===== config.mk =====
export PLATFORM = sky130hd
export DESIGN_NAME = string_hash_mad_slot_unit
export DESIGN_NICKNAME = d
export VERILOG_FILES = /design/src/design/shms_pkg.sv /design/src/design/shms_ctrl.sv /design/src/design/shms_dp.sv /design/src/design/string_hash_mad_slot_unit.sv
export SDC_FILE = /design/constraint.sdc
export NUM_CORES = 2
export LEC_CHECK = 0
export ABC_AREA = 0
export BUFFER_PORTS_ARGS = -buffer_cell sky130_fd_sc_hd__buf_2
export CAP_MARGIN = 15
export CORE_ASPECT_RATIO = 2
export CORE_MARGIN = 2
export CORE_UTILIZATION = 40
export DETAILED_ROUTE_END_ITERATION = 6
export HOLD_SLACK_MARGIN = 0.1
export PLACE_DENSITY = 0.56
export SLEW_MARGIN = 0
export SYNTH_ARGS = -nofsm -noshare
export SYNTH_HDL_FRONTEND = slang
export SYNTH_SLANG_ARGS = --single-unit

===== constraint.sdc =====
create_clock -name i_clk -period 10.65 [get_ports i_clk]
set_input_delay 2.13 -clock i_clk [delete_from_list [all_inputs] [get_ports i_clk]]
set_output_delay 2.13 -clock i_clk [all_outputs]
set_load 0.02 [all_outputs]

===== src/design/shms_pkg.sv =====
package shms_pkg;

    localparam int CHAR_W  = 8;
    localparam int CODE_W  = 32;
    localparam int SLOT_W  = 31;
    localparam int CFG_W   = 32;
    localparam int IDX_W   = 2;
    localparam int STEP_W  = 5;

    localparam logic [CODE_W-1:0] MULT_RESET   = 32'd33;
    localparam logic [SLOT_W-1:0] FACTOR_RESET = 31'd1;
    localparam logic [SLOT_W-1:0] SHIFT_RESET  = 31'd0;
    localparam logic [SLOT_W-1:0] TSIZE_RESET  = 31'd101;

    localparam logic [STEP_W-1:0] STEP_LAST = 5'd31;

    typedef enum logic [IDX_W-1:0] {
        CFG_MULT   = 2'd0,
        CFG_FACTOR = 2'd1,
        CFG_SHIFT  = 2'd2,
        CFG_TSIZE  = 2'd3
    } t_cfg_idx;

    typedef struct packed {
        logic code_step;
        logic mad_load;
        logic div_step;
        logic out_load;
    } t_cmd;

    typedef struct packed {
        logic char_zero;
        logic out_free;
    } t_sts;

endpackage


===== src/design/shms_ctrl.sv =====
module shms_ctrl
    import shms_pkg::*;
(
    input  logic i_clk,
    input  logic i_rst_n,
    input  logic i_in_valid,
    output logic o_in_ready,
    input  t_sts i_sts,
    output t_cmd o_cmd
);

    typedef enum logic [1:0] {
        S_IDLE,
        S_DIV,
        S_FIN
    } t_state;

    t_state              r_state;
    logic [STEP_W-1:0]   r_step;
    logic                w_accept;

    assign o_in_ready = (r_state == S_IDLE);
    assign w_accept   = i_in_valid && o_in_ready;

    always_comb begin
        o_cmd.code_step = w_accept && !i_sts.char_zero;
        o_cmd.mad_load  = w_accept && i_sts.char_zero;
        o_cmd.div_step  = (r_state == S_DIV);
        o_cmd.out_load  = (r_state == S_FIN) && i_sts.out_free;
    end

    always_ff @(posedge i_clk) begin
        if (!i_rst_n) begin
            r_state <= S_IDLE;
            r_step  <= '0;
        end else begin
            unique case (r_state)
                S_IDLE: begin
                    r_step <= '0;
                    if (o_cmd.mad_load) begin
                        r_state <= S_DIV;
                    end
                end
                S_DIV: begin
                    r_step <= r_step + 1'b1;
                    if (r_step == STEP_LAST) begin
                        r_state <= S_FIN;
                    end
                end
                S_FIN: begin
                    // hold until the output register can take the slot
                    if (i_sts.out_free) begin
                        r_state <= S_IDLE;
                    end
                end
                default: begin
                    r_state <= S_IDLE;
                end
            endcase
        end
    end

endmodule


===== src/design/shms_dp.sv =====
module shms_dp
    import shms_pkg::*;
(
    input  logic              i_clk,
    input  logic              i_rst_n,
    input  logic              i_cfg_valid,
    input  logic [IDX_W-1:0]  i_cfg_index,
    input  logic [CFG_W-1:0]  i_cfg_data,
    input  logic [CHAR_W-1:0] i_char,
    input  t_cmd              i_cmd,
    output t_sts              o_sts,
    output logic              o_out_valid,
    input  logic              i_out_ready,
    output logic [SLOT_W-1:0] o_slot
);

    logic [CODE_W-1:0] r_mult;
    logic [SLOT_W-1:0] r_factor;
    logic [SLOT_W-1:0] r_shift;
    logic [SLOT_W-1:0] r_tsize;
    logic [CODE_W-1:0] r_code;
    logic [CODE_W-1:0] r_dvd;
    logic [SLOT_W-1:0] r_rem;
    logic [SLOT_W-1:0] r_out;
    logic              r_out_valid;

    logic [CODE_W-1:0] w_char_ext;
    logic [CODE_W-1:0] w_code_next;
    logic [CODE_W-1:0] w_mixed;
    logic [CODE_W-1:0] w_trial;
    logic [CODE_W-1:0] w_tsize_ext;
    logic [SLOT_W-1:0] n_rem;

    assign w_char_ext  = {{(CODE_W-CHAR_W){i_char[CHAR_W-1]}}, i_char};
    assign w_code_next = r_code * r_mult + w_char_ext;
    assign w_mixed     = {1'b0, r_factor} * r_code + {1'b0, r_shift};

    // restoring remainder step: bring in the next dividend bit, subtract if it fits
    assign w_trial     = {r_rem, r_dvd[CODE_W-1]};
    assign w_tsize_ext = {1'b0, r_tsize};

    always_comb begin
        if (w_trial >= w_tsize_ext) begin
            n_rem = SLOT_W'(w_trial - w_tsize_ext);
        end else begin
            n_rem = w_trial[SLOT_W-1:0];
        end
    end

    assign o_sts.char_zero = (i_char == '0);
    assign o_sts.out_free  = !r_out_valid || i_out_ready;
    assign o_out_valid     = r_out_valid;
    assign o_slot          = r_out;

    always_ff @(posedge i_clk) begin
        if (!i_rst_n) begin
            r_mult      <= MULT_RESET;
            r_factor    <= FACTOR_RESET;
            r_shift     <= SHIFT_RESET;
            r_tsize     <= TSIZE_RESET;
            r_code      <= '0;
            r_out_valid <= 1'b0;
        end else begin
            if (i_cfg_valid) begin
                unique case (t_cfg_idx'(i_cfg_index))
                    CFG_MULT:   r_mult   <= i_cfg_data;
                    CFG_FACTOR: r_factor <= i_cfg_data[SLOT_W-1:0];
                    CFG_SHIFT:  r_shift  <= i_cfg_data[SLOT_W-1:0];
                    CFG_TSIZE:  r_tsize  <= i_cfg_data[SLOT_W-1:0];
                    default: ;
                endcase
            end
            if (i_cmd.code_step) begin
                r_code <= w_code_next;
            end else if (i_cmd.mad_load) begin
                r_code <= '0;
            end
            if (i_cmd.out_load) begin
                r_out_valid <= 1'b1;
            end else if (i_out_ready) begin
                r_out_valid <= 1'b0;
            end
        end
    end

    always_ff @(posedge i_clk) begin
        if (i_cmd.mad_load) begin
            r_dvd <= w_mixed;
            r_rem <= '0;
        end else if (i_cmd.div_step) begin
            r_dvd <= {r_dvd[CODE_W-2:0], 1'b0};
            r_rem <= n_rem;
        end
        if (i_cmd.out_load) begin
            // no modulus for a zero table size: drop to slot zero
            r_out <= (r_tsize == '0) ? '0 : r_rem;
        end
    end

endmodule


===== src/design/string_hash_mad_slot_unit.sv =====
// Polynomial string hash with MAD compression.
// Input stream: one character per word in s_axis_tdata[7:0]. A non-zero
// character folds into the running code (code * multiplier + sign-extended
// character); s_axis_tready stays high for it.
// A zero character ends the string: the block forms factor * code + shift,
// clears the code, and reduces the sum modulo table_size with a one-bit-per-
// cycle remainder unit. s_axis_tready is low after a zero character while
// the unit runs its 32 remainder steps and until the slot is handed to the
// output register. The slot appears on m_axis_tdata[30:0].
// The output register lets the next string stream in while a slot waits;
// if the receiver still holds m_axis_tready low when the next slot is
// done, the remainder unit holds and input stays stalled.
// Configuration: i_cfg_index selects multiplier, factor, shift or table
// size; o_cfg_ready is always high. Write only while the block is idle.
// Synchronous active-low reset clears the code, empties the output and
// loads multiplier 33, factor 1, shift 0, table size 101.
module string_hash_mad_slot_unit
    import shms_pkg::*;
(
    input  logic              i_clk,
    input  logic              i_rst_n,
    input  logic              s_axis_tvalid,
    output logic              s_axis_tready,
    input  logic [7:0]        s_axis_tdata,   // [7:0] character
    output logic              m_axis_tvalid,
    input  logic              m_axis_tready,
    output logic [31:0]       m_axis_tdata,   // [30:0] slot, [31] zero
    input  logic              i_cfg_valid,
    output logic              o_cfg_ready,
    input  logic [IDX_W-1:0]  i_cfg_index,
    input  logic [CFG_W-1:0]  i_cfg_data
);

    t_cmd              w_cmd;
    t_sts              w_sts;
    logic [SLOT_W-1:0] w_slot;

    assign o_cfg_ready  = 1'b1;
    assign m_axis_tdata = {1'b0, w_slot};

    shms_ctrl u_ctrl (
        .i_clk      (i_clk),
        .i_rst_n    (i_rst_n),
        .i_in_valid (s_axis_tvalid),
        .o_in_ready (s_axis_tready),
        .i_sts      (w_sts),
        .o_cmd      (w_cmd)
    );

    shms_dp u_dp (
        .i_clk       (i_clk),
        .i_rst_n     (i_rst_n),
        .i_cfg_valid (i_cfg_valid),
        .i_cfg_index (i_cfg_index),
        .i_cfg_data  (i_cfg_data),
        .i_char      (s_axis_tdata),
        .i_cmd       (w_cmd),
        .o_sts       (w_sts),
        .o_out_valid (m_axis_tvalid),
        .i_out_ready (m_axis_tready),
        .o_slot      (w_slot)
    );

endmodule

==> metrics.txt <==
status=complete, no violations; Die Height=477 um; die span in x=241 um; Reg clk slew, reported paths=70 ps; FF-to-FF setup slack=1980 ps; Final Cycle Share=0.814; synth top area cells=fa_1, and2_1, dfxtp_1; number of synthesized flops with an enable pin=63; max-slew violation count=0; Area Overhead vs Synth=6.76%; Synth top cells by count=inv_1, fa_1, nand2_1, and2_1, ha_1; ys async rst share=0; Pwr Density=139 mW/mm^2; share of layout cells above drive strength 1=0.0551; top cell type's share of synthesized area=0.392; Routed wire per std cell=22.6 um; area of the multi-input gates=0.0345 mm^2; antenna-violating nets left=0; net count after synthesis=6146; Ports=82; total of fill cells in the finished design=11000; Worst-Margin Slew=1220 ps; Inst Count DP=6325; r2r worst-path depth=23; Total Power Consumption=6.66 mW; Hold Violations, Final=0; sequential cell area=0.00583 mm^2; Critical Path AT=8980 ps; register area share after synthesis=0.130; Critical Path RT=10960 ps; CTS tree=yes; cts hold-fix bufs=0; Final Wtd Congestion=0.913; WS Path Type=reg2reg; Via density=5.24; total gr overflow=0; Layout Nets=6077; detailed placement HPWL=113000 um; vias in the first global route=37200; Max Cap Viol=0; vias=33500; relative slew slack=0.185; Cell Rows=173; cell area after synthesis=0.0448 mm^2; drt first pass iters=5; Max Fclk=115 MHz; Final setup viols=0; worst-path fanout max=17; Syn Area/Cell=9.07 um^2; maximum VDD drop=0.000130 V; FF-to-FF Start=u_dp.r_code[10]$_SDFFE_PN0P_; Setup Skew=37.4 ps; startpoint types=flip-flop; # port buffers=79; H-tree levels=1; worst hold-check path type=reg2reg; drt total wl=144000 um; leading area contributor after synthesis=fa_1; Starting Density=0.403; YS warnings=0; #FFs+latches synth=259; ys flop type=dfxtp_1; core area=0.111 mm^2; Synth Instances=4941; # resized after CTS=0; fin crit period=8670 ps; Worst Setup End Kind=flip-flop; non-filler cells, final=6388; clock buffer count from CTS=31; maximum clock path buffer count=3; Cell variety after synth=81; start point of the critical path=u_dp.r_code[10]$_SDFFE_PN0P_; Root Driver=clkbuf_16; FF-to-FF End=u_dp.r_dvd[24]$_DFFE_PP_; largest net degree at the start of global routing=104; Final TNS setup=0 ps; First DRT Iteration DRCs=1851; first-pass GRT wire length=220000 um; Leakage=22.7 nW; worst setup path end=u_dp.r_dvd[24]$_DFFE_PP_; DRC violations left=0; all-layer global routing usage=0.257; RSZ-0062 raised after global routing=false; Num Clock Sinks=259; count leader, synth=inv_1; hold_sp=u_dp.r_shift[2]$_SDFFE_PN0P_; initial antenna violation count=8; Post-CTS Setup Inserts=0; latest clock arrival within the worst-skew pair=620 ps; Die ar.=0.115 mm^2
## state kept, by name, summed over array words and instances (netlist names), 5 cells and up
register and cells:
u_dp.r_rem 31, u_dp.r_mult 32, u_ctrl.r_step 5, u_dp.o_slot 31, u_dp.r_dvd 32, u_dp.r_code 32, u_dp.r_factor 31, u_dp.r_shift 31
u_dp.r_tsize 31
## layout by cell type (no fill, tap or decap), drive strengths merged, types with 4 or more instances in the layout
| master | instances |
|---|---|
| inv | 908 |
| a21boi | 129 |
| o21bai | 5 |
| a31oi | 6 |
| edfxtp | 63 |
| nand3 | 35 |
| or3 | 11 |
| fa | 877 |
| a32oi | 10 |
| and3 | 16 |
| nor2b | 55 |
| a21o | 28 |
| mux2i | 21 |
| xor2 | 51 |
| nor4 | 12 |
| nor3 | 14 |
| nand2 | 759 |
| a311oi | 4 |
| o21a | 23 |
| o31ai | 9 |
| a22oi | 15 |
| diode | 4 |
| or2 | 6 |
| clkinv | 10 |
| nand2b | 9 |
| clkbuf | 41 |
| a21oi | 72 |
| a2111oi | 5 |
| buf | 176 |
| ha | 281 |
| and2 | 664 |
| o211ai | 11 |
| dfxtp | 196 |
| nand4 | 12 |
| a211o | 4 |
| xnor2 | 141 |
| o21ai | 97 |
| a211oi | 14 |
| nor2 | 61 |
## where the power goes
| group | internal (mW) | switching [mW] | leakage (nW) |
|---|---|---|---|
| Clock | 0.638 | 0.490 | 0.525 |
| Combinational | 1.67 | 2.52 | 20.0 |
| Sequential | 1.08 | 0.266 | 2.17 |
| Total | 3.39 | 3.28 | 22.7 |
## cells by family after synthesis
kind of cell,Yosys count,share of synthesized area
and+or+nand+nor,1665,0.186
buffers and inverters,1183,0.100
adders and majority gates,1158,0.470
AOI/OAI and AO/OA,460,0.0704
DFF,259,0.130
xor gates and xnor gates,192,0.0375
muxes,22,0.00494
other,2,0.000168
## worst max-delay path: stages (launching register included)
cell	delay (ps)
dfxtp_1	960
buf_4	440
and2_1	190
fa_1	450
fa_1	460
fa_1	550
inv_1	60
fa_1	470
inv_1	50
fa_1	500
inv_1	60
fa_1	530
inv_1	50
fa_1	490
fa_1	440
ha_1	350
a21oi_1	320
o21ai_0	300
a21oi_1	260
a211oi_1	100
a2111oi_0	860
a21oi_1	200
xnor2_1	190
o21ai_1	70
## routing by layer
layer / global-route usage / vias up / share of wire
met3: 0.0254 / 518 / 0.039
met1: 0.262 / 17200 / 0.34
met5: 0 / - / 0.00036
li1: - / 14700 / -
met4: 0.158 / 8 / 0.075
met2: 0.494 / 1003 / 0.55
## worst min path at each step
| stage | depth (start not counted) | slack, ps | to |
|---|---|---|---|
| after floorplan | 2 | 440 | u_dp.r_code[31]$_SDFFE_PN0P_ |
| after detailed placement | 2 | 460 | u_dp.r_shift[2]$_SDFFE_PN0P_ |
| final | 2 | 470 | u_dp.r_shift[2]$_SDFFE_PN0P_ |
| after CTS | 2 | 470 | u_dp.r_shift[2]$_SDFFE_PN0P_ |
| after global routing | 2 | 500 | u_dp.r_shift[3]$_SDFFE_PN0P_ |
| after global placement | 2 | 450 | u_dp.r_shift[2]$_SDFFE_PN0P_ |
## metrics by stage
stage	hold slack, ps	utilization	instance area [um^2]	setup WS [ps]
after detailed placement	460	0.421	46700	1400
after floorplan	439	-	44800	1900
after global placement	454	0.421	46700	1440
final	468	0.431	47800	1980
after CTS	470	0.430	47800	2020
after global routing	503	0.431	47800	1550
## final cells by class
| type | instances | area share |
|---|---|---|
| tap | 1487 | 0.0389 |
| clock buffer | 41 | 0.0185 |
| sequential | 259 | 0.122 |
| multi-input combinational | 3499 | 0.722 |
| inverter | 905 | 0.0710 |
| antenna | 4 | 0.000209 |
| clock inverter | 17 | 0.00377 |
| timing repair buffer | 176 | 0.0240 |
Power figures use the tool's default switching activity.
